**src/hdl/cclt_pkg.sv**
```systemverilog
// shared types and constants for the character counting link tracker
package cclt_pkg;

    localparam int RING_LINES_DEF   = 16;
    localparam int PREFIX_BYTES_DEF = 8;
    localparam int QUEUE_DEPTH      = 2;

    typedef enum logic [1:0] {
        OP_RX_BYTE = 2'd0,
        OP_SEND    = 2'd1,
        OP_RESET   = 2'd2,
        OP_TICK    = 2'd3
    } op_t;

    typedef enum logic [1:0] {
        CFG_RX_BUFFER_SIZE = 2'd0,
        CFG_POLL_INTERVAL  = 2'd1,
        CFG_LINK_TIMEOUT   = 2'd2
    } cfg_index_t;

    localparam logic [2:0] KIND_NONE   = 3'd0;
    localparam logic [2:0] KIND_STATUS = 3'd1;
    localparam logic [2:0] KIND_OK     = 3'd2;
    localparam logic [2:0] KIND_ERROR  = 3'd3;
    localparam logic [2:0] KIND_ALARM  = 3'd4;
    localparam logic [2:0] KIND_BANNER = 3'd5;
    localparam logic [2:0] KIND_OTHER  = 3'd6;

    localparam logic [3:0] MS_UNKNOWN = 4'd0;
    localparam logic [3:0] MS_IDLE    = 4'd1;
    localparam logic [3:0] MS_RUN     = 4'd2;
    localparam logic [3:0] MS_HOLD    = 4'd3;
    localparam logic [3:0] MS_JOG     = 4'd4;
    localparam logic [3:0] MS_ALARM   = 4'd5;
    localparam logic [3:0] MS_DOOR    = 4'd6;
    localparam logic [3:0] MS_CHECK   = 4'd7;
    localparam logic [3:0] MS_HOME    = 4'd8;
    localparam logic [3:0] MS_SLEEP   = 4'd9;

    localparam logic [7:0] CH_LF = 8'h0A;
    localparam logic [7:0] CH_CR = 8'h0D;

    // classified item handed from front to back
    typedef struct packed {
        op_t        op;
        logic [7:0] len;
        logic [2:0] kind;
        logic       tok_set;
        logic [3:0] tok_state;
    } cmd_t;

    // result beat
    typedef struct packed {
        logic       accepted;
        logic [2:0] line_kind;
        logic [3:0] machine_state;
        logic       link_up;
        logic [7:0] free_credit;
        logic [4:0] lines_outstanding;
        logic       send_unlock;
        logic       send_poll;
        logic       send_reset_byte;
    } res_t;

endpackage

```
**src/hdl/cclt_front.sv**
```systemverilog
// front end: line assembly and classification of incoming items
module cclt_front #(
    parameter int PREFIX_BYTES = cclt_pkg::PREFIX_BYTES_DEF
) (
    input  logic           clk,
    input  logic           rst_n,
    input  logic           take,
    input  logic [1:0]     operation,
    input  logic [7:0]     rx_byte,
    input  logic [7:0]     line_length,
    output cclt_pkg::cmd_t cmd
);
    import cclt_pkg::*;

    localparam int PW = $clog2(PREFIX_BYTES);

    logic [7:0] prefix_reg [PREFIX_BYTES];
    logic [7:0] count_reg;

    function automatic logic [7:0] ch(input logic [7:0] pf [PREFIX_BYTES],
                                      input logic [7:0] cnt, input int i);
        logic [7:0] r;
        if (8'(i) >= cnt)
            r = 8'h00;
        else if (i >= PREFIX_BYTES)
            r = 8'hFF;
        else
            r = pf[i];
        return r;
    endfunction

    logic [7:0] c [13];
    always_comb
    begin
        for (int i = 0; i < 13; i++)
            c[i] = ch(prefix_reg, count_reg, i);
    end

    function automatic logic tend(input logic [7:0] x);
        return x == 8'h00 || x == "|" || x == ">";
    endfunction

    logic       eol;
    logic [3:0] tok;
    logic       tok_set;
    logic [2:0] kind;

    always_comb
    begin
        eol = operation == OP_RX_BYTE && (rx_byte == CH_LF || rx_byte == CH_CR)
              && count_reg != 8'd0;
        tok_set = !tend(c[1]);
        if (c[1] == "I" && c[2] == "d" && c[3] == "l" && c[4] == "e" && tend(c[5]))
            tok = MS_IDLE;
        else if (c[1] == "R" && c[2] == "u" && c[3] == "n" && tend(c[4]))
            tok = MS_RUN;
        else if (c[1] == "H" && c[2] == "o" && c[3] == "l" && c[4] == "d"
                 && (tend(c[5]) || c[5] == ":"))
            tok = MS_HOLD;
        else if (c[1] == "J" && c[2] == "o" && c[3] == "g" && tend(c[4]))
            tok = MS_JOG;
        else if (c[1] == "A" && c[2] == "l" && c[3] == "a" && c[4] == "r" && c[5] == "m"
                 && tend(c[6]))
            tok = MS_ALARM;
        else if (c[1] == "D" && c[2] == "o" && c[3] == "o" && c[4] == "r"
                 && (tend(c[5]) || c[5] == ":"))
            tok = MS_DOOR;
        else if (c[1] == "C" && c[2] == "h" && c[3] == "e" && c[4] == "c" && c[5] == "k"
                 && tend(c[6]))
            tok = MS_CHECK;
        else if (c[1] == "H" && c[2] == "o" && c[3] == "m" && c[4] == "e" && tend(c[5]))
            tok = MS_HOME;
        else if (c[1] == "S" && c[2] == "l" && c[3] == "e" && c[4] == "e" && c[5] == "p"
                 && tend(c[6]))
            tok = MS_SLEEP;
        else
            tok = MS_UNKNOWN;

        if (!eol)
            kind = KIND_NONE;
        else if (c[0] == "<")
            kind = KIND_STATUS;
        else if (c[0] == "o" && c[1] == "k" && c[2] == 8'h00)
            kind = KIND_OK;
        else if (c[0] == "e" && c[1] == "r" && c[2] == "r" && c[3] == "o" && c[4] == "r"
                 && c[5] == ":")
            kind = KIND_ERROR;
        else if (c[0] == "A" && c[1] == "L" && c[2] == "A" && c[3] == "R" && c[4] == "M"
                 && c[5] == ":")
            kind = KIND_ALARM;
        else if (c[0] == "G" && c[1] == "r" && c[2] == "b" && c[3] == "l" && c[4] == " ")
            kind = KIND_BANNER;
        else
            kind = KIND_OTHER;

        cmd.op        = op_t'(operation);
        cmd.len       = line_length;
        cmd.kind      = kind;
        cmd.tok_set   = tok_set;
        cmd.tok_state = tok;
    end

    always_ff @(posedge clk or negedge rst_n)
    begin
        if (!rst_n)
            count_reg <= 8'd0;
        else if (take)
        begin
            if (operation == OP_RESET)
                count_reg <= 8'd0;
            else if (operation == OP_RX_BYTE)
            begin
                if (rx_byte == CH_LF || rx_byte == CH_CR)
                    count_reg <= 8'd0;
                else if (count_reg != 8'hFF)
                    count_reg <= count_reg + 8'd1;
            end
        end
    end

    always_ff @(posedge clk)
    begin
        if (take && operation == OP_RX_BYTE && rx_byte != CH_LF && rx_byte != CH_CR
            && count_reg < 8'(PREFIX_BYTES))
            prefix_reg[count_reg[PW-1:0]] <= rx_byte;
    end

endmodule

```
**src/hdl/cclt_queue.sv**
```systemverilog
// short fifo used between front and back and for results
module cclt_queue #(
    parameter int WIDTH = 8
) (
    input  logic             clk,
    input  logic             rst_n,
    input  logic             wr,
    input  logic [WIDTH-1:0] wdata,
    input  logic             rd,
    output logic [WIDTH-1:0] rdata,
    output logic             full,
    output logic             empty
);
    import cclt_pkg::*;

    logic [WIDTH-1:0] mem_reg [QUEUE_DEPTH];
    logic             wp_reg, rp_reg;
    logic [1:0]       cnt_reg;

    assign full  = cnt_reg == 2'(QUEUE_DEPTH);
    assign empty = cnt_reg == 2'd0;
    assign rdata = mem_reg[rp_reg];

    always_ff @(posedge clk or negedge rst_n)
    begin
        if (!rst_n)
        begin
            wp_reg  <= 1'b0;
            rp_reg  <= 1'b0;
            cnt_reg <= 2'd0;
        end
        else
        begin
            if (wr)
                wp_reg <= ~wp_reg;
            if (rd)
                rp_reg <= ~rp_reg;
            cnt_reg <= cnt_reg + 2'(wr) - 2'(rd);
        end
    end

    always_ff @(posedge clk)
    begin
        if (wr)
            mem_reg[wp_reg] <= wdata;
    end

endmodule

```
**src/hdl/cclt_back.sv**
```systemverilog
// back end: credit ring, machine state and timers
module cclt_back #(
    parameter int RING_LINES = cclt_pkg::RING_LINES_DEF
) (
    input  logic           clk,
    input  logic           rst_n,
    input  logic           go,
    input  cclt_pkg::cmd_t cmd,
    input  logic [7:0]     rx_buffer_size,
    input  logic [15:0]    poll_interval,
    input  logic [15:0]    link_timeout,
    output cclt_pkg::res_t res
);
    import cclt_pkg::*;

    localparam int RW = $clog2(RING_LINES);
    localparam int CW = $clog2(RING_LINES + 1);

    logic [7:0]    ring_reg [RING_LINES];
    logic [RW-1:0] head_reg, tail_reg;
    logic [CW-1:0] cnt_reg;
    logic [7:0]    credit_reg;
    logic          conn_reg, unlock_pend_reg;
    logic [3:0]    state_reg;
    logic [15:0]   poll_reg, sil_reg;

    logic [RW-1:0] head_next, tail_next;
    logic [CW-1:0] cnt_next;
    logic [7:0]    credit_next;
    logic          conn_next, unlock_pend_next;
    logic [3:0]    state_next;
    logic [15:0]   poll_next, sil_next;
    logic          push, push_ok;
    logic [7:0]    push_len, base_credit;
    logic [CW-1:0] base_cnt;
    logic [RW-1:0] base_head;
    logic [8:0]    refund_sum;

    function automatic logic [RW-1:0] inc(input logic [RW-1:0] p);
        return (32'(p) == RING_LINES - 1) ? '0 : p + 1'b1;
    endfunction

    always_comb
    begin
        head_next = head_reg; tail_next = tail_reg; cnt_next = cnt_reg;
        credit_next = credit_reg; conn_next = conn_reg;
        unlock_pend_next = unlock_pend_reg; state_next = state_reg;
        poll_next = poll_reg; sil_next = sil_reg;
        push = 1'b0; push_len = cmd.len;
        base_credit = credit_reg; base_cnt = cnt_reg; base_head = head_reg;
        res = '0;
        refund_sum = 9'(credit_reg) + 9'(ring_reg[tail_reg]);
        case (cmd.op)
            OP_RX_BYTE:
            begin
                sil_next = 16'd0;
                conn_next = 1'b1;
                case (cmd.kind)
                    KIND_STATUS:
                        if (cmd.tok_set)
                            state_next = cmd.tok_state;
                    KIND_OK, KIND_ERROR:
                        if (cnt_reg != '0)
                        begin
                            credit_next = refund_sum[8] ? 8'hFF : refund_sum[7:0];
                            tail_next = inc(tail_reg);
                            cnt_next = cnt_reg - 1'b1;
                        end
                    KIND_ALARM:
                        state_next = MS_ALARM;
                    KIND_BANNER:
                    begin
                        state_next = MS_UNKNOWN;
                        base_credit = rx_buffer_size;
                        base_cnt = '0;
                        base_head = '0;
                        credit_next = rx_buffer_size;
                        cnt_next = '0;
                        head_next = '0;
                        tail_next = '0;
                        if (unlock_pend_reg)
                        begin
                            unlock_pend_next = 1'b0;
                            push = 1'b1;
                            push_len = 8'd3;
                        end
                    end
                    default: ;
                endcase
            end
            OP_SEND:
                push = 1'b1;
            OP_RESET:
            begin
                credit_next = rx_buffer_size;
                cnt_next = '0; head_next = '0; tail_next = '0;
                conn_next = 1'b0;
                state_next = MS_UNKNOWN;
                unlock_pend_next = 1'b1;
                res.send_reset_byte = 1'b1;
            end
            default:
            begin
                logic [15:0] pt, st;
                pt = (poll_reg != 16'hFFFF) ? poll_reg + 16'd1 : poll_reg;
                st = (sil_reg != 16'hFFFF) ? sil_reg + 16'd1 : sil_reg;
                sil_next = st;
                if (pt >= poll_interval)
                begin
                    res.send_poll = 1'b1;
                    poll_next = 16'd0;
                end
                else
                    poll_next = pt;
                if (conn_reg && st > link_timeout)
                begin
                    conn_next = 1'b0;
                    state_next = MS_UNKNOWN;
                end
            end
        endcase
        push_ok = push && 32'(base_cnt) < RING_LINES && base_credit >= push_len;
        if (push_ok)
        begin
            head_next = inc(base_head);
            cnt_next = base_cnt + 1'b1;
            credit_next = base_credit - push_len;
        end
        res.accepted = push_ok && cmd.op == OP_SEND;
        res.send_unlock = push_ok && cmd.op == OP_RX_BYTE;
        res.line_kind = cmd.kind;
        res.machine_state = state_next;
        res.link_up = conn_next;
        res.free_credit = credit_next;
        res.lines_outstanding = 5'(cnt_next);
    end

    always_ff @(posedge clk or negedge rst_n)
    begin
        if (!rst_n)
        begin
            head_reg <= '0; tail_reg <= '0; cnt_reg <= '0;
            credit_reg <= 8'd128; conn_reg <= 1'b0; unlock_pend_reg <= 1'b0;
            state_reg <= MS_UNKNOWN; poll_reg <= 16'd0; sil_reg <= 16'd0;
        end
        else if (go)
        begin
            head_reg <= head_next; tail_reg <= tail_next; cnt_reg <= cnt_next;
            credit_reg <= credit_next; conn_reg <= conn_next;
            unlock_pend_reg <= unlock_pend_next; state_reg <= state_next;
            poll_reg <= poll_next; sil_reg <= sil_next;
        end
    end

    always_ff @(posedge clk)
    begin
        if (go && push_ok)
            ring_reg[base_head] <= push_len;
    end

endmodule

```
**src/hdl/char_counting_link_tracker.sv**
```systemverilog
// top level of the character counting link tracker
// One item is taken per clock cycle while full is low. The front end
// assembles received bytes into a line prefix and classifies each item on
// entry; a two-entry command queue decouples it from the back end, which
// keeps the credit ring, machine state and millisecond timers and issues one
// result beat per item into a two-entry result queue. Sustained rate is one
// item per cycle while results are popped. Each item passes the command
// queue and then, as a result, the result queue before it is on the ports.
// When the consumer stops popping, the result queue and then the command
// queue fill and full rises; it falls when popping resumes and go is high.
module char_counting_link_tracker #(
    parameter int RING_LINES   = cclt_pkg::RING_LINES_DEF,
    parameter int PREFIX_BYTES = cclt_pkg::PREFIX_BYTES_DEF
) (
    input  logic        clk,
    input  logic        rst_n,
    input  logic        push,
    output logic        full,
    input  logic [1:0]  operation,
    input  logic [7:0]  rx_byte,
    input  logic [7:0]  line_length,
    output logic        empty,
    input  logic        pop,
    output logic        accepted,
    output logic [2:0]  line_kind,
    output logic [3:0]  machine_state,
    output logic        link_up,
    output logic [7:0]  free_credit,
    output logic [4:0]  lines_outstanding,
    output logic        send_unlock,
    output logic        send_poll,
    output logic        send_reset_byte,
    input  logic        cfg_valid,
    output logic        cfg_ready,
    input  logic [1:0]  cfg_index,
    input  logic [15:0] cfg_data
);
    import cclt_pkg::*;

    logic [7:0]  rxbuf_reg;
    logic [15:0] poll_int_reg, timeout_reg;

    // configuration writes always land at once
    assign cfg_ready = 1'b1;
    always_ff @(posedge clk or negedge rst_n)
    begin
        if (!rst_n)
        begin
            rxbuf_reg    <= 8'd128;
            poll_int_reg <= 16'd200;
            timeout_reg  <= 16'd3000;
        end
        else if (cfg_valid)
        begin
            unique case (cfg_index)
                CFG_RX_BUFFER_SIZE: rxbuf_reg    <= cfg_data[7:0];
                CFG_POLL_INTERVAL:  poll_int_reg <= cfg_data;
                CFG_LINK_TIMEOUT:   timeout_reg  <= cfg_data;
                default: ;
            endcase
        end
    end

    // front end classifies the beat on acceptance
    cmd_t front_cmd, back_cmd;
    logic take;
    assign take = push && !full;

    cclt_front #(.PREFIX_BYTES(PREFIX_BYTES)) u_front (
        .clk, .rst_n, .take, .operation, .rx_byte, .line_length, .cmd(front_cmd)
    );

    // command queue between front and back
    logic cq_empty, cq_full, go;
    cclt_queue #(.WIDTH($bits(cmd_t))) u_cmdq (
        .clk, .rst_n, .wr(take), .wdata(front_cmd), .rd(go), .rdata(back_cmd),
        .full(cq_full), .empty(cq_empty)
    );
    assign full = cq_full;

    // back end runs whenever a command waits and the result queue has room
    res_t res, out_res;
    logic rq_full;
    assign go = !cq_empty && !rq_full;

    cclt_back #(.RING_LINES(RING_LINES)) u_back (
        .clk, .rst_n, .go, .cmd(back_cmd), .rx_buffer_size(rxbuf_reg),
        .poll_interval(poll_int_reg), .link_timeout(timeout_reg), .res
    );

    // result queue towards the consumer
    logic rq_pop;
    assign rq_pop = pop && !empty;
    cclt_queue #(.WIDTH($bits(res_t))) u_resq (
        .clk, .rst_n, .wr(go), .wdata(res), .rd(rq_pop), .rdata(out_res),
        .full(rq_full), .empty(empty)
    );

    assign accepted          = out_res.accepted;
    assign line_kind         = out_res.line_kind;
    assign machine_state     = out_res.machine_state;
    assign link_up           = out_res.link_up;
    assign free_credit       = out_res.free_credit;
    assign lines_outstanding = out_res.lines_outstanding;
    assign send_unlock       = out_res.send_unlock;
    assign send_poll         = out_res.send_poll;
    assign send_reset_byte   = out_res.send_reset_byte;

endmodule
```
**config.mk**
```make
export PLATFORM = sky130hd
export DESIGN_NAME = char_counting_link_tracker
export DESIGN_NICKNAME = d
export VERILOG_FILES = /design/src/hdl/cclt_pkg.sv /design/src/hdl/cclt_front.sv /design/src/hdl/cclt_queue.sv /design/src/hdl/cclt_back.sv /design/src/hdl/char_counting_link_tracker.sv
export SDC_FILE = /design/constraint.sdc
export NUM_CORES = 1
export LEC_CHECK = 0
export BUFFER_PORTS_ARGS = -buffer_cell sky130_fd_sc_hd__buf_4
export CORE_MARGIN = 2
export CORE_UTILIZATION = 50
export CTS_CLUSTER_SIZE = 30
export DETAILED_ROUTE_END_ITERATION = 16
export HOLD_SLACK_MARGIN = 0.02
export PLACE_DENSITY = 0.67
export SLEW_MARGIN = 20
export SYNTH_ARGS = -nofsm -noshare
export SYNTH_HDL_FRONTEND = slang
export SYNTH_SLANG_ARGS = --single-unit
export TNS_END_PERCENT = 5
```
**constraint.sdc**
```tcl
create_clock -name clk -period 5.65 [get_ports clk]
set_clock_uncertainty 0.2 [all_clocks]
set_input_delay 0.565 -clock clk [delete_from_list [all_inputs] [get_ports clk]]
set_output_delay 0.565 -clock clk [all_outputs]
set_load 0.02 [all_outputs]
```
==> metrics.md, run 1 <==
| Metric | Value |
|---|---|
| Critical R2R Launch | `u_cmdq.rp_reg` |
| Maximum number of pins on one net before global-route repair | `76` |
| Worst Hold Class | `in2reg` |
| Unrepaired setup endpoints after global routing | `no` |
| Worst Setup Start Kind | `flip-flop` |
| Vias in the first global route | `13000` |
| Core Footprint | `37800 µm²` |
| Num CTS Buffers | `41` |
| DP Area | `20300 µm²` |
| Remaining DRCs | `0` |
| Fmax | `199 MHz` |
| Total Die Area | `40100 µm²` |
| Maximum buffer depth of the clock tree | `3` |
| PortBufs | `67` |
| Hold Startpoint | `operation[1]` |
| Number of antenna violations at the first check in global routing | `0` |
| Final Hold Viols | `0` |
| Total GRT Usage | `0.228` |
| Slew at the pin closest to its max-slew limit | `1.06 ns` |
| Most frequent cells in the layout | `270 x edfxtp_1, 145 x nand2_1, 101 x dfrtp_1` |
| Area Growth Syn to Fin | `13.4%` |
| Max_cap viols | `0` |
| Vias | `13000` |
| Sw Share | `0.361` |
| First-pass GRT wire length | `71.9 mm` |
| Cell Area, Synth | `19300 µm²` |
| Initial DRC Count | `969` |
| Status | `complete, no violations` |
| Routed Antenna Nets | `0` |
| # fillers | `3114` |
| ANT cells | `0` |
| Asr flop ratio synth | `0.299` |
| Avg Vias per Cell | `5.97` |
| Synth unique cells | `83` |
| Most common cell after layout, fill and taps aside | `edfxtp_1` |
| Synthesized net count | `1670` |
| Dpl hpwl | `32.0 mm` |
| Final min period | `5.01 ns` |
| Clock sink total | `385` |
| Post-CTS Setup Bufs | `0` |
| Die span in x | `200 µm` |
| Synth Warn # | `0` |
| Dominant synthesized flop cell | `edfxtp_1` |
| PostCTS Resize Cnt | `0` |
| First-pass iteration count of the detailed router | `6` |
| CP Class | `reg2reg` |
| Crit Path Max Fanout | `29` |
| Final Wtd Congestion | `1.01` |
| Clock share of power | `0.249` |
| Gate count of the mapped netlist | `1558` |
| Setup TNS Final | `0 ns` |
| Leakage | `8.34 nW` |
| CTS tree | `built` |
| Row count | `71` |
| Period utilization | `0.888` |
| # H-tree levels | `2` |
| Largest register FFs | `128` |
| Net Sw Power | `0.00404 W` |
| Routed len/inst | `20.7 µm` |
| Pwr/cell area | `512 nW/µm²` |
| Layout cell share with drive strength beyond 1 | `0.188` |
| Final setup violation count | `0` |
| Path depth of the worst reg2reg path | `16` |
| Mapped Avg Cell Area | `12.4 µm²` |
| Internal power | `0.00714 W` |
| Comb pwr share | `0.374` |
| Hold slack | `0.0566 ns` |
| Congestion Overflow GR | `0` |
| Hold path endpoint | `u_cmdq.mem_reg[0][17]` |
| Root Buffer Master | `clkbuf_16` |
| Final #Nets | `1750` |
| Yosys reg bits | `385` |
| Hold-critical path depth | `1` |
| Clk Latency, worst-skew pair | `0.57 ns` |
| Required @ worst endpoint | `5.67 ns` |
| Crit path DAT | `5.03 ns` |
| Die height | `200 µm` |
| Design Area, Final | `21800 µm²` |
| Seq pwr share | `0.377` |
| Worst R2R End | `u_back.ring_reg[11][3]` |
| Crit. End Element | `flip-flop` |
| Max rail drop VDD | `0.264 mV` |
| Sequential area share after synthesis | `0.571` |
| Number of synthesized flops with an enable pin | `270` |
| Final WL | `45.2 mm` |
| Max Slew Vio Count | `0` |
| Initial Utilization | `0.509` |
| Relative slew slack | `0.289` |
| Clk slew on worst S/H paths | `0.06 ns` |
| R2r setup slk | `0.64 ns` |
| I/O Pins | `69` |
==> metrics by stage <==
stage | setup WS [ns] | power [W] | cells | utilization
floorplan | 0.600 | 0.00704 | 1558 | -
global placement | 0.826 | 0.00836 | 2097 | 0.537
detailed placement | 0.672 | 0.00844 | 2097 | 0.537
CTS | 0.644 | 0.0113 | 2181 | 0.577
global route | 0.181 | 0.0118 | 2182 | 0.577
finish | 0.635 | 0.0112 | 2182 | 0.577
==> worst max-delay path by stage <==
stage          cells after the start  slack [ns]           from                     end
3_5_place_dp                      16        0.67  u_cmdq.rp_reg  u_back.ring_reg[11][3]
4_1_cts                           16        0.64  u_cmdq.rp_reg  u_back.ring_reg[11][6]
3_3_place_gp                      16        0.83  u_cmdq.rp_reg    u_resq.mem_reg[0][3]
6_report                          16        0.64  u_cmdq.rp_reg  u_back.ring_reg[11][3]
5_1_grt                           16        0.18  u_cmdq.rp_reg   u_back.ring_reg[8][2]
2_1_floorplan                     20        0.60  u_cmdq.rp_reg    u_resq.mem_reg[0][6]
==> critical path, stage by stage, from the launching register on <==
cell     delay, ns
dfrtp_1       0.58
mux2i_1       0.23
buf_4         0.24
ha_1          0.19
buf_4         0.31
nand2_1       0.30
buf_4         0.27
nand2_1       0.07
nand2_1       0.07
ha_1          0.37
nand4_1       0.14
o21ai_0       0.28
o41ai_2       0.14
a31oi_4       0.16
nand2_1       0.21
nor3_1        0.45
and2_1        0.43
==> synthesized netlist by cell type (10+ instances only) <==
cell type  number  share of area
nand2b_1       15         0.0049
mux2_2         78          0.046
dfrtp_1       103           0.13
o211ai_1       12         0.0047
nand2_1       145          0.028
xor2_1         18         0.0082
nor2_1         99          0.019
a21o_1         20         0.0078
edfxtp_1      270           0.42
ha_1           69          0.045
mux2i_1        21          0.011
inv_1          76          0.015
buf_2          12         0.0031
nor3_1         30         0.0078
mux4_2         40          0.047
o31ai_1        11         0.0043
o21ai_0        73          0.019
nand4_1        32          0.010
dfstp_2        12          0.016
a31oi_1        10         0.0032
or3_1          10         0.0032
a21oi_1        51          0.013
clkbuf_1       36         0.0070
nor2b_1        14         0.0045
and3_1         18         0.0058
a211oi_1       12         0.0047
nand3_1        50          0.013
and2_1         27         0.0088
xnor2_1        24          0.011
nor4_1         20         0.0065
==> layout make-up <==
cell class	instances	area, µm²	area share
Clock buffer	52	1160	0.0531
Inverter	76	285	0.0131
Tap cell	511	639	0.0293
Multi-Input combinational cell	1038	7750	0.355
Sequential cell	385	11000	0.504
Clock inverter	24	256	0.0117
Timing Repair Buffer	96	747	0.0342
==> kinds of logic after synthesis <==
kind of cell             synth area share
XOR/XNOR                           0.0191
AO/OA/AOI/OAI                      0.0927
AND/OR/NAND/NOR                     0.139
adder cells (fa/ha/maj)            0.0469
other                            0.000195
flip-flops                          0.571
multiplexers                        0.103
buffers and inverters              0.0274
==> power by group through the flow <==
stage          registers, W  clock network [W]  logic (W)
3_5_place_dp        0.00426                  0    0.00418
4_1_cts             0.00421            0.00285    0.00420
6_report            0.00422            0.00279    0.00419
5_1_grt             0.00429            0.00296    0.00459
3_3_place_gp        0.00425                  0    0.00411
2_1_floorplan       0.00401                  0    0.00303
==> layer usage <==
layer  wire (µm)  GRT usage  part of all wire  up-vias
met1       19400      0.304              0.43     6447
met5           0          0                 0        -
met4        1620     0.0984             0.036        0
met3        2930     0.0443             0.065       94
met2       21300      0.367              0.47      449
li1            -          -                 -     6041
==> timing repair <==
action,CTS,global route
hold buffers,8,1
endpoints found under the hold margin,16,66
setup endpoints to repair,0,0
No activity file was read; power rests on OpenSTA's default activity.
==> run 2: changes to the inputs <==
--- a/config.mk
+++ b/config.mk
@@ -8,10 +8,12 @@
 export BUFFER_PORTS_ARGS = -buffer_cell sky130_fd_sc_hd__buf_4
 export CORE_MARGIN = 2
 export CORE_UTILIZATION = 50
+export CTS_BUF_LIST = sky130_fd_sc_hd__clkbuf_16
 export CTS_CLUSTER_SIZE = 30
 export DETAILED_ROUTE_END_ITERATION = 16
 export HOLD_SLACK_MARGIN = 0.02
 export PLACE_DENSITY = 0.67
+export SKIP_LAST_GASP = 1
 export SLEW_MARGIN = 20
 export SYNTH_ARGS = -nofsm -noshare
 export SYNTH_HDL_FRONTEND = slang
==> constraint.sdc (replaced) <==
create_clock -name clk -period 6.42 [get_ports clk]
set_clock_uncertainty 0.2 [all_clocks]
set_input_delay 0.642 -clock clk [delete_from_list [all_inputs] [get_ports clk]]
set_output_delay 0.642 -clock clk [all_outputs]
set_load 0.02 [all_outputs]
==> run 2 against run 1 <==
Register-to-register slack improved by 0.29 ns; total power is 14% lower; sequential cell count unchanged; cell count down 0.41%; die area is the same; worst hold slack gained 0.016 ns; via count up 0.64%; design area decreased by 1.0%; critical path depth increased by 2; global-route usage up 0.13 points; critical endpoint is now u_resq.mem_reg[0][3].
==> metrics.md, run 2 (synthesis gave the netlist of run 1 again) <==
| Metric | Value |
|---|---|
| Fmax | `182 MHz` |
| Most frequent cells in the layout | `270 x edfxtp_1, 145 x nand2_1, 102 x dfrtp_1` |
| Final min period | `5.49 ns` |
| CP Class | `reg2reg` |
| Num CTS Buffers | `42` |
| Initial DRC Count | `1140` |
| Final std cells w/o fill | `2173` |
| Die span in x | `200 µm` |
| Max Slew Vio Count | `0` |
| Routed len/inst | `21.3 µm` |
| I/O Pins | `69` |
| Worst Hold Class | `in2reg` |
| Setup TNS Final | `0 ns` |
| Post-route setup slack | `0.930 ns` |
| ANT cells | `0` |
| Dpl cells | `2094` |
| Remaining DRCs | `0` |
| Hold path endpoint | `u_cmdq.mem_reg[0][10]` |
| Relative slew slack | `0.272` |
| Total GRT Usage | `0.230` |
| Final #Nets | `1740` |
| Maximum buffer depth of the clock tree | `3` |
| Area Growth Syn to Fin | `12.3%` |
| Routed Antenna Nets | `0` |
| CTS tree | `built` |
| Post-CTS Setup Bufs | `0` |
| CP max stage delay | `0.57 ns` |
| Congestion Overflow GR | `0` |
| Vias in the first global route | `12800` |
| Dpl hpwl | `32.3 mm` |
| Max_cap viols | `0` |
| Pwr/cell area | `447 nW/µm²` |
| PortBufs | `67` |
| Final Hold Viols | `0` |
| Worst R2R End | `u_resq.mem_reg[0][3]` |
| R2r setup slk | `0.93 ns` |
| DP Area | `20300 µm²` |
| Hold-critical path depth | `1` |
| Maximum number of pins on one net before global-route repair | `70` |
| Path depth of the worst reg2reg path | `18` |
| Worst Setup Start Kind | `flip-flop` |
| Status | `complete, no violations` |
| Largest register FFs | `128` |
| Required @ worst endpoint | `6.61 ns` |
| Buffer and inverter count on the worst path | `4` |
| Core Footprint | `37800 µm²` |
| Number of antenna violations at the first check in global routing | `0` |
| Avg Vias per Cell | `6.03` |
| Final setup violation count | `0` |
| Period utilization | `0.855` |
| First-pass GRT wire length | `72.4 mm` |
| Final WL | `46.2 mm` |
| Crit Path Max Fanout | `20` |
| Crit. End Element | `flip-flop` |
| Total Die Area | `40100 µm²` |
| First-pass iteration count of the detailed router | `6` |
| Max rail drop VDD | `0.226 mV` |
| Final Wtd Congestion | `0.961` |
| Clk slew on worst S/H paths | `0.06 ns` |
| Worst path cell trace | `mux2i_1 -> buf_4 -> ha_1 -> inv_1 -> a21oi_4 -> buf_4 -> nand2_2 -> nand2_1 -> ha_1 -> inv_1 -> fa_1 -> a211oi_1 -> nor2_1 -> o41ai_2 -> a31o_2 -> mux2i_1 -> nor3_1 -> a21oi_1` |
| CP delay by family, top | `compound AO/OA/AOI/OAI gates` |
| Layout cell share with drive strength beyond 1 | `0.181` |
| Vias | `13100` |
| Root Buffer Master | `clkbuf_16` |
| Slowest cell on crit path | `dfrtp_1` |
| # H-tree levels | `2` |
| Row count | `71` |
| Crit path DAT | `5.68 ns` |
| Die height | `200 µm` |
| Critical R2R Launch | `u_cmdq.rp_reg` |
| Finished Core Util | `0.571` |
| Initial Utilization | `0.509` |
| Leakage | `8.27 nW` |
| Slew at the pin closest to its max-slew limit | `1.09 ns` |
| Hold Startpoint | `line_length[2]` |
| Clock sink total | `385` |
| Most common cell after layout, fill and taps aside | `edfxtp_1` |
| Unrepaired setup endpoints after global routing | `no` |
| Pre-CTS setup slack | `1.05 ns` |
| Design Area, Final | `21600 µm²` |
| Clk Latency, worst-skew pair | `0.57 ns` |
## run 2: cell count changes in the layout (fill, tap and decap cells not counted), sizes merged
cell and delta:
inv +13, bufinv -4, buf -3, clkinvlp +3, clkbuf -7, clkinv -3
dlygate4sd3 -8
## run 2: per-layer routing
metal  wire length [µm]  global-route usage  up-vias  part of all wire
met2              21200               0.358      498              0.46
met3               3060              0.0469      109             0.066
met1              20300               0.318     6483              0.44
met4               1670              0.0913        0             0.036
li1                   -                   -     6024                 -
met5                  0                   0        -                 0
## run 2: worst max-delay path by stage
stage	from	end	slack, ns	cells after the start
2_1_floorplan	u_cmdq.rp_reg	u_resq.mem_reg[0][6]	1.37	20
3_3_place_gp	u_cmdq.rp_reg	u_resq.mem_reg[0][3]	1.19	18
3_5_place_dp	u_cmdq.rp_reg	u_resq.mem_reg[0][3]	1.05	18
4_1_cts	u_cmdq.rp_reg	u_resq.mem_reg[0][3]	1.0	18
5_1_grt	u_cmdq.rp_reg	u_resq.mem_reg[1][3]	0.61	18
6_report	u_cmdq.rp_reg	u_resq.mem_reg[0][3]	0.93	18
## run 2: per-stage QoR
step | total power, W | hold WS (ns)
4_1_cts | 0.00971 | 0.0491
6_report | 0.00966 | 0.0728
3_5_place_dp | 0.00740 | 0.286
3_3_place_gp | 0.00733 | 0.276
5_1_grt | 0.0103 | 0.0595
2_1_floorplan | 0.00619 | 0.146
## run 2: timing repair
item	4_1_cts	5_1_grt
gates resized for setup	0	0
hold endpoints to repair	45	0
endpoints found under the setup margin	0	0
hold buffers	1	0
## run 2: power breakdown
group	switching [W]	total [W]	internal, W
logic	0.00221	0.00368	0.00147
registers	0.000381	0.00370	0.00332
clock network	0.000976	0.00228	0.00130
## run 2: final cells by class
type / instances / area (µm²)
Clock inverter: 33 / 179
Timing Repair Buffer: 85 / 641
Tap cell: 511 / 639
Sequential cell: 385 / 11000
Multi-Input combinational cell: 1038 / 7750
Clock buffer: 45 / 1130
Fill cell: 3084 / 16200
Inverter: 76 / 285
==> run 3: changes to the inputs <==
--- a/config.mk
+++ b/config.mk
@@ -6,13 +6,13 @@
 export NUM_CORES = 1
 export LEC_CHECK = 0
 export BUFFER_PORTS_ARGS = -buffer_cell sky130_fd_sc_hd__buf_4
-export CORE_MARGIN = 2
+export CORE_MARGIN = 8
 export CORE_UTILIZATION = 50
 export CTS_BUF_LIST = sky130_fd_sc_hd__clkbuf_16
 export CTS_CLUSTER_SIZE = 30
 export DETAILED_ROUTE_END_ITERATION = 16
 export HOLD_SLACK_MARGIN = 0.02
-export PLACE_DENSITY = 0.67
+export PLACE_DENSITY = 0.69
 export SKIP_LAST_GASP = 1
 export SLEW_MARGIN = 20
 export SYNTH_ARGS = -nofsm -noshare
==> constraint.sdc (replaced) <==
create_clock -name clk -period 4.75 [get_ports clk]
set_clock_uncertainty 0.2 [all_clocks]
set_input_delay 0.475 -clock clk [delete_from_list [all_inputs] [get_ports clk]]
set_output_delay 0.475 -clock clk [all_outputs]
set_load 0.02 [all_outputs]
==> run 3 against run 2 <==
Clock-buffer cell count decreased by 4; wire length increased by 3.1%; worst setup slack got worse by 0.68 ns; global-route usage decreased by 1.5 points; design area increased by 2.2%; non-clock buffer count increased by 51; worst hold slack improved by 0.079 ns; register-to-register slack got worse by 0.68 ns; combinational power increased by 39%; cell count increased by 2.6%; sequential share of layout area decreased by 1.1 points; critical path type unchanged; largest power group is now combinational logic.
==> metrics.md, run 3 (synthesis gave the netlist of run 1 again) <==
| Metric | Value |
|---|---|
| CP Class | `reg2reg` |
| Clk slew on worst S/H paths | `0.06 ns` |
| Routed len/inst | `21.4 µm` |
| Maximum buffer depth of the clock tree | `3` |
| Slew at the pin closest to its max-slew limit | `0.920 ns` |
| Most common cell after layout, fill and taps aside | `edfxtp_1` |
| Crit path DAT | `4.71 ns` |
| Final #Nets | `1790` |
| First-pass GRT wire length | `75.3 mm` |
| Leakage | `8.46 nW` |
| First-pass iteration count of the detailed router | `5` |
| Root Buffer Master | `clkbuf_16` |
| Number of antenna violations at the first check in global routing | `1` |
| Final min period | `4.50 ns` |
| Congestion Overflow GR | `0` |
| Vias | `13200` |
| Crit Path Max Fanout | `9` |
| Initial DRC Count | `1152` |
| Remaining DRCs | `0` |
| Most frequent cells in the layout | `270 x edfxtp_1, 145 x nand2_1, 101 x dfrtp_1` |
| CTS tree | `built` |
| CP max stage delay | `0.59 ns` |
| Avg Vias per Cell | `5.92` |
| Final WL | `47.6 mm` |
| Clock sink total | `385` |
| Row count | `72` |
| Area Growth Syn to Fin | `14.8%` |
| Unrepaired setup endpoints after global routing | `yes` |
| Required @ worst endpoint | `4.97 ns` |
| Max_cap viols | `0` |
| Pwr/cell area | `597 nW/µm²` |
| Core Footprint | `38400 µm²` |
| Final Wtd Congestion | `0.950` |
| Crit. End Element | `flip-flop` |
| Fmax | `222 MHz` |
| Max Slew Vio Count | `0` |
| Num CTS Buffers | `41` |
| Layout cell share with drive strength beyond 1 | `0.190` |
| Final setup violation count | `0` |
| Worst Hold Class | `in2reg` |
| Final Hold Viols | `0` |
| Die span in x | `212 µm` |
| Period utilization | `0.947` |
| PortBufs | `67` |
| Routed Antenna Nets | `0` |
| Clk Latency, worst-skew pair | `0.56 ns` |
| PostCTS Resize Cnt | `0` |
| Worst path cell trace | `ha_1 -> and2_1 -> nand4_1 -> or3_1 -> nand2b_1 -> nor2_1 -> xor2_1 -> ha_1 -> a21oi_1 -> o21ai_0 -> a221o_1 -> o31a_1 -> a21boi_1 -> o21ai_0 -> nand2_1` |
| Setup TNS Final | `0 ns` |
| Pwr Total | `0.0132 W` |
| # fillers | `3101` |
| Slowest cell on crit path | `or3_1` |
| # H-tree levels | `2` |
| Buffer and inverter count on the worst path | `0` |
| Total GRT Usage | `0.214` |
| Die height | `212 µm` |
| Dpl hpwl | `33.9 mm` |
| Vias in the first global route | `13000` |
| CP delay by family, top | `compound AO/OA/AOI/OAI gates` |
| Worst Setup Start Kind | `flip-flop` |
| Maximum number of pins on one net before global-route repair | `96` |
| Max rail drop VDD | `0.323 mV` |
| Total Die Area | `45100 µm²` |
| Relative slew slack | `0.383` |
| I/O Pins | `69` |
| Initial Utilization | `0.502` |
| Largest register FFs | `128` |
| Status | `complete, no violations` |
==> run 3: cell type report <==
cell class | count | area, µm² | share of cell area
well taps | 518 | 648 | 0.0293
clock buffers | 41 | 1030 | 0.0464
repair buffers | 136 | 1120 | 0.0507
flip-flops and latches | 385 | 11000 | 0.498
diodes | 1 | 2.50 | 0.000113
multi-input cells | 1038 | 7760 | 0.351
clock inverters | 34 | 263 | 0.0119
inverters | 76 | 285 | 0.0129
==> run 3: through the flow <==
stage / std cells / area [µm²] / util / worst slack (ns) / hold slack (ns)
global route: 2229 / 22100 / 0.576 / -0.0251 / 0.163
finish: 2229 / 22100 / 0.576 / 0.252 / 0.152
global placement: 2115 / 20400 / 0.532 / 0.309 / 0.204
floorplan: 1558 / 19300 / - / 0.00400 / -0.0206
CTS: 2225 / 22100 / 0.575 / 0.259 / 0.130
detailed placement: 2115 / 20400 / 0.532 / 0.290 / 0.206
==> run 3: tightest hold or removal path, delay by kind of cell <==
kind / cells / cell delay [ns]
buffers and inverters: 1 / 0.10
AND/OR/NAND/NOR: 1 / 0.15
XOR/XNOR: 1 / 0.13
==> run 3: worst paths after layout <==
kind / startpoint / to / slack, ns / depth (start not counted)
worst max-delay path: u_back.sil_reg[0] / u_resq.mem_reg[1][20] / 0.25 / 15
max in group asynchronous: rst_n / u_back.tail_reg[0] / 3.29 / 3
worst max register to register: u_back.sil_reg[0] / u_resq.mem_reg[1][20] / 0.25 / 15
worst min register to register: u_resq.cnt_reg[1] / u_resq.cnt_reg[1] / 0.30 / 1
worst min-delay path: pop / u_resq.rp_reg / 0.15 / 3
min in group asynchronous: rst_n / u_back.unlock_pend_reg / 0.17 / 2
==> run 3: repair_timing <==
item / in CTS / in global routing
endpoints found under the hold margin: 136 / 0
hold buffers: 35 / 0
setup endpoints to repair: 0 / 22
buffers inserted: 0 / 3
==> run 3: routing by layer <==
layer  routed length, µm  GRT usage  up-vias
li1                    -          -     6138
met1               21000      0.293     6511
met2               22200      0.344      464
met3                3040     0.0399       85
met4                1370     0.0702        0
met5                   0          0        -
==> run 3: power breakdown <==
part	switching [W]	internal, W	leakage [nW]
clock network	0.00132	0.00175	0.649
logic	0.00306	0.00207	3.92
registers	0.000504	0.00448	3.89
